[src/sv/tams_pkg.sv]
`default_nettype none

package tams_pkg;

    localparam int POS_BITS = 32;
    localparam int IN_POS_W = 32;
    localparam int DIFF_W   = POS_BITS + 1;
    localparam int SPEED_W  = 8;
    localparam int TOL_W    = 16;
    localparam int MIN_W    = 8;
    localparam int CFG_W    = 16;
    localparam int PROD_W   = DIFF_W + SPEED_W;
    localparam int CMP_W    = (DIFF_W > TOL_W) ? DIFF_W : TOL_W;
    localparam int DIV_STEPS = SPEED_W;

    typedef enum logic {
        CFG_TOL = 1'b0,
        CFG_MIN = 1'b1
    } t_cfg_idx;

    typedef enum logic [1:0] {
        SC_NONE = 2'd0,
        SC_X    = 2'd1,
        SC_Y    = 2'd2
    } t_scale;

    typedef struct packed {
        logic signed [IN_POS_W-1:0] goal_x;
        logic signed [IN_POS_W-1:0] goal_y;
        logic signed [IN_POS_W-1:0] current_x;
        logic signed [IN_POS_W-1:0] current_y;
        logic [SPEED_W-1:0]         base_speed;
    } t_in;

    typedef struct packed {
        logic               arrived;
        logic               x_forward;
        logic [SPEED_W-1:0] x_speed;
        logic               y_forward;
        logic [SPEED_W-1:0] y_speed;
    } t_out;

    // signed differences
    typedef struct packed {
        logic [DIFF_W-1:0]  dx;
        logic [DIFF_W-1:0]  dy;
        logic [SPEED_W-1:0] base;
    } t_s1;

    // magnitudes and flags
    typedef struct packed {
        logic [DIFF_W-1:0]  ax;
        logic [DIFF_W-1:0]  ay;
        logic               en_x;
        logic               en_y;
        logic               x_fwd;
        logic               y_fwd;
        logic [SPEED_W-1:0] base;
    } t_s2;

    // divider pipeline item
    typedef struct packed {
        logic               arrived;
        logic               en_x;
        logic               en_y;
        logic               x_fwd;
        logic               y_fwd;
        t_scale             scale;
        logic [SPEED_W-1:0] base;
        logic [PROD_W-1:0]  rem;
        logic [PROD_W-1:0]  dvs;
        logic [SPEED_W-1:0] quo;
    } t_div;

    function automatic logic [DIFF_W-1:0] pos_ext(input logic [IN_POS_W-1:0] raw);
        return {raw[POS_BITS-1], raw[POS_BITS-1:0]};
    endfunction

endpackage

`default_nettype wire

[src/sv/two_axis_move_speed_step.sv]
// two-axis move speed step
// input channel: i_valid / o_stall with i_data (targets, current positions,
// base speed); a beat is taken when i_valid is high and o_stall is low
// output channel: o_valid / i_stall with o_data (arrived, directions, speeds);
// a beat leaves when o_valid is high and i_stall is low
// config: i_cfg_we with i_cfg_idx (0 tolerance, 1 minimum speed) and
// i_cfg_data, written at the clock edge; the user must write it only while
// the pipe is empty, which the block itself does not enforce
// pipeline: 3 front stages, 8 divider stages one quotient bit each, and
// 1 output register; throughput: one beat per cycle while i_stall is low,
// set by the fully pipelined divider; stall: each stage holds only while it
// is full and the stage after it holds, so bubbles close up and o_stall rises
// only when all 12 stages are full; reset: synchronous, active low; pipe
// emptied, tolerance and minimum speed return to 5
`default_nettype none

module two_axis_move_speed_step (
    input  logic                        i_clk,
    input  logic                        i_rst_n,
    input  logic                        i_valid,
    output logic                        o_stall,
    input  tams_pkg::t_in               i_data,
    output logic                        o_valid,
    input  logic                        i_stall,
    output tams_pkg::t_out              o_data,
    input  logic                        i_cfg_we,
    input  tams_pkg::t_cfg_idx          i_cfg_idx,
    input  logic [tams_pkg::CFG_W-1:0]  i_cfg_data
);
    import tams_pkg::*;

    logic [TOL_W-1:0] r_tol, n_tol;
    logic [MIN_W-1:0] r_min, n_min;

    logic r_s1_valid, r_s2_valid, r_s3_valid, r_out_valid;
    t_s1  r_s1, n_s1;
    t_s2  r_s2, n_s2;
    t_div r_s3, n_s3;
    t_out r_out, n_out;

    logic adv_s1, adv_s2, adv_s3, adv_out;
    logic [DIV_STEPS-1:0] adv_d;
    logic [DIV_STEPS-1:0] dv;
    t_div                 ditem [DIV_STEPS];

    // config
    always_comb begin
        n_tol = r_tol;
        n_min = r_min;
        if (i_cfg_we) begin
            case (i_cfg_idx)
                CFG_TOL: n_tol = i_cfg_data[TOL_W-1:0];
                CFG_MIN: n_min = i_cfg_data[MIN_W-1:0];
                default: ;
            endcase
        end
    end

    always_ff @(posedge i_clk) begin
        if (!i_rst_n) begin
            r_tol <= TOL_W'(5);
            r_min <= MIN_W'(5);
        end else begin
            r_tol <= n_tol;
            r_min <= n_min;
        end
    end

    // advance chain
    assign adv_out = !r_out_valid || !i_stall;
    assign adv_d[DIV_STEPS-1] = !dv[DIV_STEPS-1] || adv_out;
    for (genvar j = 0; j < DIV_STEPS - 1; j++) begin : g_adv
        assign adv_d[j] = !dv[j] || adv_d[j+1];
    end
    assign adv_s3 = !r_s3_valid || adv_d[0];
    assign adv_s2 = !r_s2_valid || adv_s3;
    assign adv_s1 = !r_s1_valid || adv_s2;
    assign o_stall = !adv_s1;

    // stage 1: differences
    always_comb begin
        n_s1.dx   = pos_ext(i_data.goal_x) - pos_ext(i_data.current_x);
        n_s1.dy   = pos_ext(i_data.goal_y) - pos_ext(i_data.current_y);
        n_s1.base = i_data.base_speed;
    end

    // stage 2: magnitudes, tolerance test, directions
    always_comb begin
        n_s2.ax    = r_s1.dx[DIFF_W-1] ? (DIFF_W'(0) - r_s1.dx) : r_s1.dx;
        n_s2.ay    = r_s1.dy[DIFF_W-1] ? (DIFF_W'(0) - r_s1.dy) : r_s1.dy;
        n_s2.en_x  = CMP_W'(n_s2.ax) > CMP_W'(r_tol);
        n_s2.en_y  = CMP_W'(n_s2.ay) > CMP_W'(r_tol);
        n_s2.x_fwd = !r_s1.dx[DIFF_W-1] && (r_s1.dx != '0);
        n_s2.y_fwd = !r_s1.dy[DIFF_W-1] && (r_s1.dy != '0);
        n_s2.base  = r_s1.base;
    end

    // stage 3: pick the short axis, form the dividend
    always_comb begin
        logic [DIFF_W-1:0] short_d;
        logic [DIFF_W-1:0] long_d;
        short_d      = r_s2.ay;
        long_d       = r_s2.ax;
        n_s3.scale   = SC_NONE;
        if (r_s2.en_x && r_s2.en_y) begin
            if (r_s2.ax > r_s2.ay) begin
                n_s3.scale = SC_Y;
            end else if (r_s2.ay > r_s2.ax) begin
                n_s3.scale = SC_X;
                short_d    = r_s2.ax;
                long_d     = r_s2.ay;
            end
        end
        n_s3.arrived = !r_s2.en_x && !r_s2.en_y;
        n_s3.en_x    = r_s2.en_x;
        n_s3.en_y    = r_s2.en_y;
        n_s3.x_fwd   = r_s2.x_fwd;
        n_s3.y_fwd   = r_s2.y_fwd;
        n_s3.base    = r_s2.base;
        n_s3.rem     = PROD_W'(r_s2.base) * PROD_W'(short_d);
        n_s3.dvs     = PROD_W'(long_d) << (SPEED_W - 1);
        n_s3.quo     = '0;
    end

    always_ff @(posedge i_clk) begin
        if (!i_rst_n) begin
            r_s1_valid <= 1'b0;
            r_s2_valid <= 1'b0;
            r_s3_valid <= 1'b0;
        end else begin
            if (adv_s1) begin
                r_s1_valid <= i_valid;
            end
            if (adv_s2) begin
                r_s2_valid <= r_s1_valid;
            end
            if (adv_s3) begin
                r_s3_valid <= r_s2_valid;
            end
        end
    end

    always_ff @(posedge i_clk) begin
        if (adv_s1) begin
            r_s1 <= n_s1;
        end
        if (adv_s2) begin
            r_s2 <= n_s2;
        end
        if (adv_s3) begin
            r_s3 <= n_s3;
        end
    end

    // divider, one quotient bit per stage
    for (genvar j = 0; j < DIV_STEPS; j++) begin : g_div
        if (j == 0) begin : g_first
            tams_div_step u_step (
                .i_clk   (i_clk),
                .i_rst_n (i_rst_n),
                .i_adv   (adv_d[j]),
                .i_valid (r_s3_valid),
                .i_item  (r_s3),
                .o_valid (dv[j]),
                .o_item  (ditem[j])
            );
        end else begin : g_next
            tams_div_step u_step (
                .i_clk   (i_clk),
                .i_rst_n (i_rst_n),
                .i_adv   (adv_d[j]),
                .i_valid (dv[j-1]),
                .i_item  (ditem[j-1]),
                .o_valid (dv[j]),
                .o_item  (ditem[j])
            );
        end
    end

    // output stage: speed select and minimum speed
    always_comb begin
        t_div              d;
        logic [SPEED_W-1:0] sx;
        logic [SPEED_W-1:0] sy;
        d  = ditem[DIV_STEPS-1];
        sx = '0;
        sy = '0;
        if (d.en_x) begin
            sx = (d.scale == SC_X) ? d.quo : d.base;
        end
        if (d.en_y) begin
            sy = (d.scale == SC_Y) ? d.quo : d.base;
        end
        if (sx < r_min) begin
            sx = '0;
        end
        if (sy < r_min) begin
            sy = '0;
        end
        if (d.arrived) begin
            n_out.arrived   = 1'b1;
            n_out.x_forward = 1'b0;
            n_out.x_speed   = '0;
            n_out.y_forward = 1'b0;
            n_out.y_speed   = '0;
        end else begin
            n_out.arrived   = 1'b0;
            n_out.x_forward = d.x_fwd;
            n_out.x_speed   = sx;
            n_out.y_forward = d.y_fwd;
            n_out.y_speed   = sy;
        end
    end

    always_ff @(posedge i_clk) begin
        if (!i_rst_n) begin
            r_out_valid <= 1'b0;
        end else if (adv_out) begin
            r_out_valid <= dv[DIV_STEPS-1];
        end
    end

    always_ff @(posedge i_clk) begin
        if (adv_out) begin
            r_out <= n_out;
        end
    end

    assign o_valid = r_out_valid;
    assign o_data  = r_out;

endmodule

`default_nettype wire

[src/sv/tams_div_step.sv]
`default_nettype none

module tams_div_step (
    input  logic          i_clk,
    input  logic          i_rst_n,
    input  logic          i_adv,
    input  logic          i_valid,
    input  tams_pkg::t_div i_item,
    output logic          o_valid,
    output tams_pkg::t_div o_item
);
    import tams_pkg::*;

    logic              r_valid;
    t_div              r_item;
    t_div              n_item;
    logic              ge;
    logic [PROD_W-1:0] diff;

    // one restoring step: compare against divisor scaled to the top quotient bit
    always_comb begin
        ge     = (i_item.rem >= i_item.dvs);
        diff   = ge ? (i_item.rem - i_item.dvs) : i_item.rem;
        n_item = i_item;
        n_item.rem = {diff[PROD_W-2:0], 1'b0};
        n_item.quo = {i_item.quo[SPEED_W-2:0], ge};
    end

    always_ff @(posedge i_clk) begin
        if (!i_rst_n) begin
            r_valid <= 1'b0;
        end else if (i_adv) begin
            r_valid <= i_valid;
        end
    end

    always_ff @(posedge i_clk) begin
        if (i_adv) begin
            r_item <= n_item;
        end
    end

    assign o_valid = r_valid;
    assign o_item  = r_item;

endmodule

`default_nettype wire
[config.mk]
export PLATFORM = sky130hd
export DESIGN_NAME = two_axis_move_speed_step
export DESIGN_NICKNAME = d
export VERILOG_FILES = /design/src/sv/tams_pkg.sv /design/src/sv/two_axis_move_speed_step.sv /design/src/sv/tams_div_step.sv
export SDC_FILE = /design/constraint.sdc
export NUM_CORES = 2
export LEC_CHECK = 0
export ABC_AREA = 1
export BUFFER_PORTS_ARGS = -buffer_cell sky130_fd_sc_hd__buf_4
export CAP_MARGIN = 20
export CORE_UTILIZATION = 50
export CTS_BUF_LIST = sky130_fd_sc_hd__clkbuf_4 sky130_fd_sc_hd__clkbuf_8
export DETAILED_ROUTE_END_ITERATION = 7
export PLACE_DENSITY_LB_ADDON = 0.12
export SYNTH_ARGS = -nofsm -noshare
export SYNTH_HDL_FRONTEND = slang
export SYNTH_SLANG_ARGS = --single-unit
[constraint.sdc]
create_clock -name i_clk -period 10.4 [get_ports i_clk]
set_input_delay 1.04 -clock i_clk [delete_from_list [all_inputs] [get_ports i_clk]]
set_output_delay 1.04 -clock i_clk [all_outputs]
set_load 0.005 [all_outputs]
Word level (Yosys, flattened, before mapping)
Index checks and enable logic that the tools add are counted.
{"block": "totals", "ff_bits": 963, "input_bits": 158, "wordCells": 218}
{"block": "op_classes", "n_addsub": 11, "mul": 1, "order_cmp": 14, "n_eq_ne": 2, "muxes": 24, "bitwise_logic": 2, "reduce_logical": 41}
{"cell": "$ge 41x40->1", "n": 8}
{"cell": "$mux 40", "n": 7}
{"cell": "$sub 40x40->40", "n": 7}
{"cell": "$mux 33", "n": 8}
{"cell": "$gt 33x16->1", "n": 2}
{"cell": "$gt 33x33->1", "n": 2}
{"cell": "$reduce_bool 33->1", "n": 2}
{"cell": "$sub 1x33->33 const A", "n": 2}
{"cell": "$sub 32x32->33", "n": 2}
{"cell": "$mux 8", "n": 6}
{"cell": "$mul 8x33->41", "n": 1}
{"cell": "$mux 19", "n": 1}
{"cell": "$logic_not 1->1", "n": 18}
{"cell": "$lt 8x8->1", "n": 2}
{"cell": "$logic_or 1x1->1", "n": 12}
{"cell": "$reduce_or 2->1", "n": 3}
{"cell": "$logic_and 1x1->1", "n": 4}
{"cell": "$reduce_and 2->1", "n": 2}
{"cell": "$eq 2x1->1 const B", "n": 1}
{"cell": "$eq 2x2->1 const B", "n": 1}
{"cell": "$mux 2", "n": 1}
{"cell": "$not 1->1", "n": 2}
{"cell": "$mux 1", "n": 1}

Depth between registers and ports, before layout
{"block": "logic_depth", "ltp_word": 14, "depth_mapped": 39, "mapped_depth_nobuf": 38}

Cells and area by module
A second synthesis with hierarchy kept.
{"block": "unflattened", "cells_unflattened": 10637, "hier_area_um2": 81727.1}
{"module": "tams_div_step (g_div[0].g_first.u_step ...)", "n_inst": 6, "cells_each": 914, "area_per_inst_um2": 6896.6, "seq_area_each_um2": 3143.0}
{"module": "two_axis_move_speed_step", "n_inst": 1, "cells_each": 3327, "area_per_inst_um2": 26568.0, "seq_area_each_um2": 8368.0}
{"module": "tams_div_step (g_div[2].g_next.u_step)", "n_inst": 1, "cells_each": 915, "area_per_inst_um2": 6890.4, "seq_area_each_um2": 3143.0}
{"module": "tams_div_step (g_div[3].g_next.u_step)", "n_inst": 1, "cells_each": 911, "area_per_inst_um2": 6889.1, "seq_area_each_um2": 3143.0}

Worst setup path after synthesis
Ideal clock, no wire load.
{"block": "synth_path", "path_type": "input port to output port", "start": "in i_stall", "end": "out o_stall", "t_arrival_ns": 7.814, "setup_slack_ns": 1.546, "stages": 12, "path_buffers": 0, "cell_sequence": "nand3_2 > nor2_2 > nand2_2 > nor2_4 > nand2_2 > nor2_4 > nand2_2 > nor2_4 > nand2_2 > nor2_2 > nand2_2 > inv_2"}
{"block": "synth_between", "elab_chain_cells": 14}
{"item": "from (decl)", "line": "two_axis_move_speed_step.sv:24", "source": "input logic i_stall,"}
{"item": "$logic_not 1->1", "line": "two_axis_move_speed_step.sv:70", "source": "assign adv_out = !r_out_valid || !i_stall;"}
{"item": "$logic_or 1x1->1", "line": "two_axis_move_speed_step.sv:70"}
{"item": "$logic_or 1x1->1", "line": "two_axis_move_speed_step.sv:71", "source": "assign adv_d[DIV_STEPS-1] = !dv[DIV_STEPS-1] || adv_out;"}
{"item": "$logic_or 1x1->1 (2 in series)", "line": "two_axis_move_speed_step.sv:73", "source": "assign adv_d[j] = !dv[j] || adv_d[j+1];"}
{"item": "via g_div[5].g_next.u_step.i_adv", "line": "tams_div_step.sv:6", "source": "input logic i_adv,"}
{"item": "$logic_or 1x1->1 (2 in series)", "line": "two_axis_move_speed_step.sv:73"}
{"item": "via g_div[3].g_next.u_step.i_adv", "line": "tams_div_step.sv:6"}
{"item": "$logic_or 1x1->1 (2 in series)", "line": "two_axis_move_speed_step.sv:73"}
{"item": "via g_div[1].g_next.u_step.i_adv", "line": "tams_div_step.sv:6"}
{"item": "$logic_or 1x1->1", "line": "two_axis_move_speed_step.sv:73"}
{"item": "$logic_or 1x1->1", "line": "two_axis_move_speed_step.sv:75", "source": "assign adv_s3 = !r_s3_valid || adv_d[0];"}
{"item": "via adv_s3", "line": "two_axis_move_speed_step.sv:41", "source": "logic adv_s1, adv_s2, adv_s3, adv_out;"}
{"item": "$logic_or 1x1->1", "line": "two_axis_move_speed_step.sv:76", "source": "assign adv_s2 = !r_s2_valid || adv_s3;"}
{"item": "$logic_or 1x1->1", "line": "two_axis_move_speed_step.sv:77", "source": "assign adv_s1 = !r_s1_valid || adv_s2;"}
{"item": "$logic_not 1->1", "line": "two_axis_move_speed_step.sv:78", "source": "assign o_stall = !adv_s1;"}
{"item": "to (decl)", "line": "two_axis_move_speed_step.sv:21", "source": "output logic o_stall,"}
The timed path passes the listed nets, and every way through them passes these cells.

==> results.toml <==
[setup_path]
critical_path.reg2reg.endpoint = "r_s3[88]$_DFFE_PP_"
worstSetupPathType = "reg2reg"
critical-path-slowest-cell = "sky130_fd_sc_hd__nand3_4"
timing.critical_path.buf_inv = 3
dominant_cell_type_by_count_on_the_critical_path = "sky130_fd_sc_hd__nand2_1"
crit_path_start_kind = "flop"
crit-reg2reg-launch = "r_s2[20]$_DFFE_PP_"
worstPathRequired_ps = 11020
critical_path.top_delay_family = "simple AND/OR/NAND/NOR gates"
worst_r2r_path_depth = 31
cp_slowest_stage_delay_ps = 760
crit_arrival_ps = 8440
crit_path_max_fanout = 88
worst-r2r-setup-slack_ps = 2590
setup.worst_path.end_class = "flop"

[global_route]
grt_pass1_vias = 50860
grt.total_usage = 0.2950
pin_count_of_the_biggest_net_entering_global_routing = 89
grt_overflow_total = 0
initial_antenna_violation_count = 6
wire_length_of_the_first_global_routing_pass_mm = 294.0

[timing]
finalMaxSlewViolations = 0
rsz0062_at_grt = "false"
layout_worst_path_cycle_share = 0.7513
setup_violations = 0
clock.fmax_mhz = 128.0
fin_worst_skew_ps = 57.65
setup-tns-final_ps = 0
min_period_ps = 7813
final-hold-violation-count = 0
relSlewSlack = 0.3262
tightest_slew_ps = 1011

[synthesis]
synthCells = 7459
seq_area_frac_synth = 0.4318
postSynthAreaPerCell_um2 = 8.672
netlist_top_cells_area = "sky130_fd_sc_hd__edfxtp_1 42%, sky130_fd_sc_hd__ha_1 9.1%, sky130_fd_sc_hd__nand2_1 9.0%, sky130_fd_sc_hd__inv_1 6.7%, sky130_fd_sc_hd__fa_1 6.0%"
post_synth_num_cell_types = 59
yosys.area.top_type = "sky130_fd_sc_hd__edfxtp_1"
mappedNetlistNets = 8282
yosysWarnings = 0
yosysTopAreaCellShare = 0.4206
synth.cell_area_um2 = 64680
ys_ff_latch = 942

[route]
starting_drc_count_in_detailed_routing = 4296
drc_viols = 0
vias = 52060
ant_nets = 0
wl_per_cell_um = 20.16
drt-vias-per-instance = 5.439
detailedRoute.firstPassIterationCount = 8
routed_wl_mm = 193.0

[finish]
flow.area_growth_from_synthesis_pct = 10.11
drive_gt1_frac = 0.07130
final_common_cell = "sky130_fd_sc_hd__nand2_1"
most-common-layout-cells = "1,551 x sky130_fd_sc_hd__nand2_1, 1,153 x sky130_fd_sc_hd__inv_1, 906 x sky130_fd_sc_hd__edfxtp_1, 876 x sky130_fd_sc_hd__nor2_1, 488 x sky130_fd_sc_hd__a21oi_1"
filler_cell_count = 11920
finish.net_count = 8541

[clock_tree]
clk_pin_slew_ps = 60
number_of_cells_upsized_or_downsized_after_cts = 0
insertion_delay_ps = 900
tritoncts = "done"
numCtsBuffers = 159
hold_buffers = 0
clock_tree.buffer_depth = 3
htree_num_levels = 4
cts_root_buffer = "sky130_fd_sc_hd__clkbuf_8"
cts_setup_buffers = 0
cts_sinks = 942

[placement]
place.port_buffers = 178
dp.final_hpwl_mm = 157.7
gp_congestion = 0.9600

[min_path]
min-delay-path-class = "in2reg"
hp-start = "i_data[4]"
min_to = "n_s2[4]$_DFFE_PN_"
whs_path_depth = 1

[die]
design.core.area_um2 = 128000
die_w_um = 361.7
design.portCount = 179
placementRows = 131
starting_utilization_of_the_core_area = 0.5053
dieArea_um2 = 130800
die_height_um = 361.7

[flow_run]
max_cap_viol_count = 0

[outcome]
outcome = "finished clean"
[worst max-delay path by stage]
stage                             from                  to  slack [ps]  cells past startpoint
floorplan                      i_stall             o_stall        1550                     12
global placement    r_s2[20]$_DFFE_PP_  r_s3[87]$_DFFE_PP_        2850                     31
detailed placement  r_s2[20]$_DFFE_PP_  r_s3[87]$_DFFE_PP_        2700                     31
CTS                 r_s2[20]$_DFFE_PP_  r_s3[73]$_DFFE_PP_        2670                     29
global route        r_s2[20]$_DFFE_PP_  r_s3[81]$_DFFE_PP_        1950                     31
finish              r_s2[20]$_DFFE_PP_  r_s3[88]$_DFFE_PP_        2590                     31
[cell type report]
cell class                      count  area, um2  area share
Antenna cell                        2      5.005  0.00007027
Timing Repair Buffer              212       1609     0.02259
Clock buffer                      202       2511     0.03526
Multi-Input combinational cell   5234      31850      0.4473
Sequential cell                   942      27930      0.3921
Inverter                         1169       4393     0.06168
Tap cell                         1729       2163     0.03038
Clock inverter                     81      758.2     0.01065
[per-layer routing]
| layer | share of wire | vias up | GRT usage |
|---|---|---|---|
| li1 | - | 25330 | - |
| met1 | 0.43 | 24790 | 0.3853 |
| met2 | 0.48 | 1592 | 0.4972 |
| met3 | 0.056 | 336 | 0.03942 |
| met4 | 0.038 | 2 | 0.1142 |
| met5 | 0.000067 | - | 0 |
[flip-flops by register name, indices dropped and copies added (netlist names)]
signal                        count
r_s3_valid                        1
r_s3                             89
n_s2                              8
r_s2_valid                        1
r_min                             8
g_div.g_first.u_step.o_valid      1
r_s2                             66
r_tol                            16
r_s1                             66
g_div.g_next.u_step.o_item      557
g_div.g_next.u_step.o_valid       7
r_s1_valid                        1
n_s3                             12
o_valid                           1
g_div.g_first.u_step.o_item      89
o_data                           19
[cells in the mapped netlist (all sizes together)]
master,n
nor4,14
a31oi,29
and3,1
o21ai,361
a221oi,2
a41oi,1
a311oi,1
dfxtp,36
clkbuf,59
o211ai,18
o221ai,6
nor3,99
or2,3
a211o,1
edfxtp,906
a211oi,9
o2111ai,2
nor2b,3
a21oi,492
a21o,56
ha,470
fa,195
clkinv,4
buf,55
o31ai,1
inv,1165
and2,1
nand3b,44
o311ai,1
nor3b,1
nand2,1590
nand4,113
o21a,34
nor2,888
nand3,433
xnor2,101
o21bai,52
a21boi,25
xor2,187
[cells by family (layout without fill, tap and decap cells)]
group / Yosys count / after routing / synth area share
adder cells (fa/ha/maj): 665 / 665 / 0.1513
other: 0 / 2 / 0
XOR/XNOR: 288 / 288 / 0.03900
buffers and inverters: 1283 / 1664 / 0.07656
AND/OR/NAND/NOR: 3190 / 3190 / 0.2071
AO/OA/AOI/OAI: 1091 / 1091 / 0.09432
flip-flops: 942 / 942 / 0.4318
[worst register-to-register path, delay by kind of cell (launching register included)]
kind	cells	cell delay [ps]
buf+inv	3	190
compound gates	2	490
simple gates	20	3820
flops	1	390
fa+ha+maj	6	2680
[through the flow]
stage          area [um2]  setup slack (ps)    util  hold WS (ps)  instances
6_report            71220              2587  0.5564         317.0       9571
5_1_grt             71220              1952  0.5563         240.6       9570
4_1_cts             71210              2672  0.5563         218.3       9569
3_5_place_dp        67950              2704  0.5308         404.5       9286
3_3_place_gp        67910              2851  0.5305         400.3       9284
2_1_floorplan       64680              1546       -         400.3       7459
Power is not shown: default switching activity piles up to over one toggle a cycle in this logic, so the estimate is an artifact.
